<file path="config.mk">
export PLATFORM = sky130hd
export DESIGN_NAME = llap_escape_deframer_fcs
export DESIGN_NICKNAME = d
export VERILOG_FILES = /design/src/sv/llap_pkg.sv /design/src/sv/llap_escape_deframer_fcs.sv
export SDC_FILE = /design/constraint.sdc
export NUM_CORES = 1
export LEC_CHECK = 0
export ABC_AREA = 1
export BUFFER_PORTS_ARGS = -buffer_cell sky130_fd_sc_hd__clkbuf_2
export CAP_MARGIN = 0
export CORE_MARGIN = 3
export CORE_UTILIZATION = 45
export CTS_CLUSTER_DIAMETER = 100
export CTS_CLUSTER_SIZE = 12
export DETAILED_ROUTE_END_ITERATION = 10
export SYNTH_ARGS = -nofsm -noshare
export SYNTH_HDL_FRONTEND = slang
export SYNTH_SLANG_ARGS = --single-unit
</file>
<file path="constraint.sdc">
create_clock -name i_clk -period 6.48 [get_ports i_clk]
set_input_delay 0.324 -clock i_clk [delete_from_list [all_inputs] [get_ports i_clk]]
set_output_delay 0.324 -clock i_clk [all_outputs]
set_load 0.05 [all_outputs]
</file>
<file path="src/sv/llap_pkg.sv">
package llap_pkg;

    localparam int unsigned BYTE_W = 8;
    localparam int unsigned KIND_W = 3;
    localparam int unsigned LEN_W  = 10;
    localparam int unsigned FCS_W  = 16;

    typedef logic [BYTE_W-1:0] t_byte;
    typedef logic [KIND_W-1:0] t_kind;
    typedef logic [LEN_W-1:0]  t_len;
    typedef logic [FCS_W-1:0]  t_fcs;

    // result kinds
    localparam t_kind KIND_DATA     = 3'd0;
    localparam t_kind KIND_END_GOOD = 3'd1;
    localparam t_kind KIND_END_BAD  = 3'd2;
    localparam t_kind KIND_FRAMING  = 3'd3;
    localparam t_kind KIND_ABORT    = 3'd4;

    // link escape codes
    localparam t_byte ESC_LEAD    = 8'h00;
    localparam t_byte ESC_LITERAL = 8'hFF;
    localparam t_byte ESC_END     = 8'hFD;
    localparam t_byte ESC_FRAMING = 8'hFE;
    localparam t_byte ESC_ABORT   = 8'hFA;

    localparam t_fcs FCS_INIT = 16'hFFFF;
    localparam t_fcs FCS_POLY = 16'h8408;
    localparam t_fcs FCS_GOOD = 16'hF0B8;

    // one byte of reflected fcs-16, lsb first
    function automatic t_fcs fcs_next(input t_fcs crc, input t_byte data);
        t_fcs r;
        r = crc ^ {8'h00, data};
        for (int i = 0; i < BYTE_W; i++) begin
            if (r[0]) begin
                r = (r >> 1) ^ FCS_POLY;
            end else begin
                r = r >> 1;
            end
        end
        return r;
    endfunction

endpackage

</file>
<file path="src/sv/llap_escape_deframer_fcs.sv">
// channel  | valid       | stall       | payload
// ---------+-------------+-------------+------------------------------------------
// input    | i_in_valid  | o_in_stall  | i_rx_byte
// output   | o_out_valid | i_out_stall | o_kind, o_data_byte, o_frame_length,
//          |             |             | o_overflowed
//
// one byte per cycle sustained while i_out_stall is low; a taken byte goes first into the byte register
// the byte register feeds the escape decode and the fcs byte update, which load the
// result register; a byte that gives no result retires without waiting on the output
// i_out_stall backs up through the result register into o_in_stall
// reset (synchronous) clears the escape flag, count, overflow flag and sets fcs to 0xffff
module llap_escape_deframer_fcs
    import llap_pkg::*;
#(
    parameter int unsigned MAX_FRAME_BYTES = 605
) (
    input  logic              i_clk,
    input  logic              i_rst_n,
    input  logic              i_in_valid,
    output logic              o_in_stall,
    input  logic [BYTE_W-1:0] i_rx_byte,
    output logic              o_out_valid,
    input  logic              i_out_stall,
    output logic [KIND_W-1:0] o_kind,
    output logic [BYTE_W-1:0] o_data_byte,
    output logic [LEN_W-1:0]  o_frame_length,
    output logic              o_overflowed
);

    localparam t_len MAX_LEN = LEN_W'(MAX_FRAME_BYTES);

    // input register
    logic  r_in_valid;
    t_byte r_in_byte;

    // frame state
    logic  r_escape_armed, n_escape_armed;
    t_fcs  r_fcs, n_fcs;
    t_len  r_byte_count, n_byte_count;
    logic  r_overflow_seen, n_overflow_seen;

    // result register
    logic  r_out_valid;
    t_kind r_kind, n_kind;
    t_byte r_data_byte, n_data_byte;
    t_len  r_frame_length, n_frame_length;
    logic  r_overflowed, n_overflowed;

    logic  w_emit;
    logic  w_close;
    logic  w_take;
    t_byte w_take_byte;
    logic  w_out_free;
    logic  w_advance;

    always_comb begin
        w_take      = 1'b0;
        w_take_byte = r_in_byte;
        w_close     = 1'b0;
        n_kind      = KIND_DATA;
        n_escape_armed = 1'b0;
        if (r_escape_armed) begin
            unique case (r_in_byte)
                ESC_LITERAL: begin
                    w_take      = 1'b1;
                    w_take_byte = ESC_LEAD;
                end
                ESC_END: begin
                    w_close = 1'b1;
                    n_kind  = (r_fcs == FCS_GOOD) ? KIND_END_GOOD : KIND_END_BAD;
                end
                ESC_FRAMING: begin
                    w_close = 1'b1;
                    n_kind  = KIND_FRAMING;
                end
                ESC_ABORT: begin
                    w_close = 1'b1;
                    n_kind  = KIND_ABORT;
                end
                default: begin
                    // unknown escape code is dropped
                end
            endcase
        end else if (r_in_byte == ESC_LEAD) begin
            n_escape_armed = 1'b1;
        end else begin
            w_take = 1'b1;
        end
    end

    always_comb begin
        n_fcs           = r_fcs;
        n_byte_count    = r_byte_count;
        n_overflow_seen = r_overflow_seen;
        n_data_byte     = '0;
        n_frame_length  = '0;
        n_overflowed    = 1'b0;
        w_emit          = 1'b0;
        if (w_take) begin
            n_fcs = fcs_next(r_fcs, w_take_byte);
            if (r_byte_count < MAX_LEN) begin
                n_byte_count = r_byte_count + 1'b1;
                n_data_byte  = w_take_byte;
                w_emit       = 1'b1;
            end else begin
                n_overflow_seen = 1'b1;
            end
        end else if (w_close) begin
            n_frame_length  = r_byte_count;
            n_overflowed    = r_overflow_seen;
            w_emit          = 1'b1;
            n_fcs           = FCS_INIT;
            n_byte_count    = '0;
            n_overflow_seen = 1'b0;
        end
    end

    assign w_out_free = !r_out_valid || !i_out_stall;
    assign w_advance  = r_in_valid && (!w_emit || w_out_free);
    assign o_in_stall = r_in_valid && !w_advance;

    always_ff @(posedge i_clk) begin
        if (!i_rst_n) begin
            r_in_valid      <= 1'b0;
            r_out_valid     <= 1'b0;
            r_escape_armed  <= 1'b0;
            r_fcs           <= FCS_INIT;
            r_byte_count    <= '0;
            r_overflow_seen <= 1'b0;
        end else begin
            if (i_in_valid && !o_in_stall) begin
                r_in_valid <= 1'b1;
            end else if (w_advance) begin
                r_in_valid <= 1'b0;
            end
            if (w_advance) begin
                r_escape_armed  <= n_escape_armed;
                r_fcs           <= n_fcs;
                r_byte_count    <= n_byte_count;
                r_overflow_seen <= n_overflow_seen;
            end
            if (w_advance && w_emit) begin
                r_out_valid <= 1'b1;
            end else if (w_out_free) begin
                r_out_valid <= 1'b0;
            end
        end
    end

    always_ff @(posedge i_clk) begin
        if (i_in_valid && !o_in_stall) begin
            r_in_byte <= i_rx_byte;
        end
        if (w_advance && w_emit) begin
            r_kind         <= n_kind;
            r_data_byte    <= n_data_byte;
            r_frame_length <= n_frame_length;
            r_overflowed   <= n_overflowed;
        end
    end

    assign o_out_valid    = r_out_valid;
    assign o_kind         = r_kind;
    assign o_data_byte    = r_data_byte;
    assign o_frame_length = r_frame_length;
    assign o_overflowed   = r_overflowed;

`ifndef SYNTH
    a_count_bounded: assert property (@(posedge i_clk) disable iff (!i_rst_n)
        r_byte_count <= MAX_LEN)
        else $error("frame count past maximum");

    a_overflow_at_max: assert property (@(posedge i_clk) disable iff (!i_rst_n)
        r_overflow_seen |-> (r_byte_count == MAX_LEN))
        else $error("overflow flag without saturated count");

    a_close_clears: assert property (@(posedge i_clk) disable iff (!i_rst_n)
        (w_advance && w_close) |=>
            (r_fcs == FCS_INIT && r_byte_count == '0 && !r_overflow_seen))
        else $error("frame state not cleared after frame close");

    a_data_fields: assert property (@(posedge i_clk) disable iff (!i_rst_n)
        (r_out_valid && r_kind == KIND_DATA) |-> (r_frame_length == '0 && !r_overflowed))
        else $error("data transfer carries frame status");

    a_result_held: assert property (@(posedge i_clk) disable iff (!i_rst_n)
        (r_out_valid && i_out_stall) |=> (r_out_valid && $stable(r_kind)))
        else $error("stalled result lost");
`endif

endmodule
</file>
==> run_results.csv <==
group,metric,value,unit
setup_path,worstPathArrival,2750,ps
final_layout,antennaDiodeCount,0,
sta,holdWs,157,ps
floorplanning,io_pins,36,
route,num_vias,2654,
place,place.gp.congestion,0.862,
global_route,antenna_found_initial,0,
flow_run,cap_violations,0,
setup_path,cp_max_fo,31,
setup_path,critPathKind,"reg2reg",
sta,timing.slew.headroom,33.9,%
setup_path,r2r_cells,8,
global_route,grt_max_degree,32,
sta,drv_slew,0,
worst_hold_path,holdPathStages,1,
setup_path,slowest_stage,"clkinv_1",
final_layout,synthToLayoutAreaGrowth,12.3,%
synthesis,syn_area,3120,sq um
route,postRouteAntennaNets,0,
place,dp_hpwl,5.27,mm
synthesis,syn_avg_cell_area,7.56,sq um
floorplanning,rows,29,
route,via_per_inst,5.01,
floorplanning,die_w,89.3,um
setup_path,start_kind,"flip-flop",
clocking,clockBufferDepth,2,
run_status,status,"complete, no violations",
floorplanning,design.die.area,7970,sq um
power,power_density,247,nW/um^2
global_route,grt_remaining_overflow,0,
place,place_area,3320,sq um
worst_hold_path,hold_path.class,"in2reg",
floorplanning,core_area,6530,sq um
clocking,hold_buffers,0,
power,ir_worst_vdd,0.124,mV
clocking,cts.clk_slew.worst_paths,60,ps
synthesis,netlist-cell-type-count,27,
route,drt-initial-drc-count,170,
place,io_buffers,35,
synthesis,ys_ff_latch,60,
final_layout,fill_cells,644,
clocking,htree_levels,3,
power,leakage,1.61,nW
final_layout,final_area,3510,sq um
setup_path,cp_cell_sequence,"nand2_1 -> nor2_2 -> nand3_4 -> nand2_4 -> nand2_4 -> nand2_4 -> nand3_2 -> clkinv_1",
sta,fin_crit,2970,ps
sta,fin_worst_skew,11.9,ps
global_route,track_usage,20.0,%
route,routed_wl,7.13,mm
clocking,clk_latency,340,ps
setup_path,max_stage_delay,830,ps
synthesis,synth_nets,427,
floorplanning,initial_core_util,47.8,%
setup_path,endpoint_kind,"flip-flop",
clocking,tritoncts,"yes",
route,wl_per_cell,13.4,um
global_route,grt_pass1_wl,11.8,mm
route,dr.pass1.iters,4,
final_layout,instances_no_fill,530,
sta,timing.final.crit_share,45.9,%
place,dp_cells,514,
setup_path,crit_required,6260,ps
synthesis,synth.yosys.seq_area_share,48.1,%
sta,grt_setup_unrepaired,"no",
route,drc,0,
final_layout,nNetsFinal,462,
floorplanning,die_height,89.3,um
setup_path,cp_common_cell,"nand2_4",
clocking,cts_setup_buffers,0,
clocking,cts-root-buf,"clkbuf_8",
final_layout,drive_gt1_share,14.8,%
final_layout,final_common_cell,"nand2_1",
sta,max_freq,0.337,GHz
global_route,first_global_vias,2368,
sta,setup_tns,0,ps
sta,finalHoldViolCount,0,
final_layout,final_cell_mix,"nand2_1, nand3_1, nor2_1",
clocking,cts-buffers-inserted,9,
sta,setup_viol,0,
synthesis,synth_warnings,0,
clocking,cts_sinks,60,
synthesis,syn_inst,413,
clocking,post_cts_resize_count,0,
sta,worst_slew_pin_slew,985,ps
==> cell type report <==
| type | instances | area [sq um] | share of cell area [%] |
|---|---|---|---|
| sequential | 60 | 1500 | 42.8 |
| multi-input combinational | 300 | 1390 | 39.7 |
| timing repair buffer | 35 | 175 | 5.00 |
| clock buffer | 14 | 173 | 4.93 |
| inverter | 42 | 160 | 4.57 |
| tap | 77 | 96.3 | 2.75 |
| clock inverter | 2 | 10.0 | 0.286 |
==> path summary, 6_finish.rpt <==
| check | start | to | slack [ps] |
|---|---|---|---|
| max | r_in_byte[3] | o_data_byte[3] | 3510 |
| min | i_rx_byte[7] | r_in_byte[7] | 160 |
| max reg2reg | r_in_byte[3] | o_data_byte[3] | 3510 |
| min reg2reg | r_overflow_seen | r_overflow_seen | 470 |
==> sequential cells by signal, indices dropped and copies added, names as in the netlist <==
register,flops
o_kind,3
o_data_byte,8
r_in_valid,1
r_in_byte,8
o_frame_length,10
r_byte_count,10
r_fcs,16
o_overflowed,1
o_out_valid,1
r_escape_armed,1
r_overflow_seen,1
==> metrics by stage <==
| step | worst slack (ps) | utilization, % | power (mW) |
|---|---|---|---|
| after CTS | 3480 | 53.7 | 0.872 |
| after floorplan | 4300 | - | 0.534 |
| final | 3510 | 53.7 | 0.866 |
| after global placement | 3590 | 50.9 | 0.564 |
| after global routing | 3220 | 53.7 | 0.909 |
| after detailed placement | 3490 | 50.9 | 0.564 |
==> critical path: cells and delay by family, from the launching register on <==
family	cells	cell delay, ps
buf+inv	1	830
flops	1	460
simple gates	7	1110
==> per-layer routing <==
layer | global-route usage [%] | vias up | share of wire, %
met1 | 29.3 | 1175 | 52
met2 | 28.1 | 75 | 42
met5 | 0 | - | 0
met3 | 3.69 | 12 | 4.5
met4 | 9.88 | 0 | 2.1
li1 | - | 1392 | -
==> cells by family after synthesis <==
group                    share of synthesized area, %
XOR/XNOR                                         1.96
adder cells (fa/ha/maj)                         0.801
AO/OA/AOI/OAI                                    3.97
AND/OR/NAND/NOR                                  37.8
buffers and inverters                            7.37
flip-flops                                       48.1
==> cell usage after synthesis (all sizes together) <==
library cell | number | share of area (%)
nor3 | 5 | 0.80
or2 | 3 | 0.60
inv | 39 | 4.8
buf | 8 | 1.9
dfxtp | 30 | 19
nand2 | 154 | 20
a21oi | 23 | 3.7
nand3 | 53 | 9.6
xor2 | 6 | 1.7
clkbuf | 3 | 0.36
nor2 | 45 | 5.7
edfxtp | 30 | 29
nor4 | 1 | 0.20
o21ai | 1 | 0.28
ha | 2 | 0.80
nand4 | 6 | 1.2
xnor2 | 1 | 0.28
clkinv | 3 | 0.36
==> where the power goes <==
| part | switching, mW | internal, mW |
|---|---|---|
| clock network | 0.141 | 0.169 |
| registers | 0.0171 | 0.418 |
| logic | 0.0862 | 0.0352 |
| total | 0.244 | 0.623 |
(Power assumes the default switching activity.)
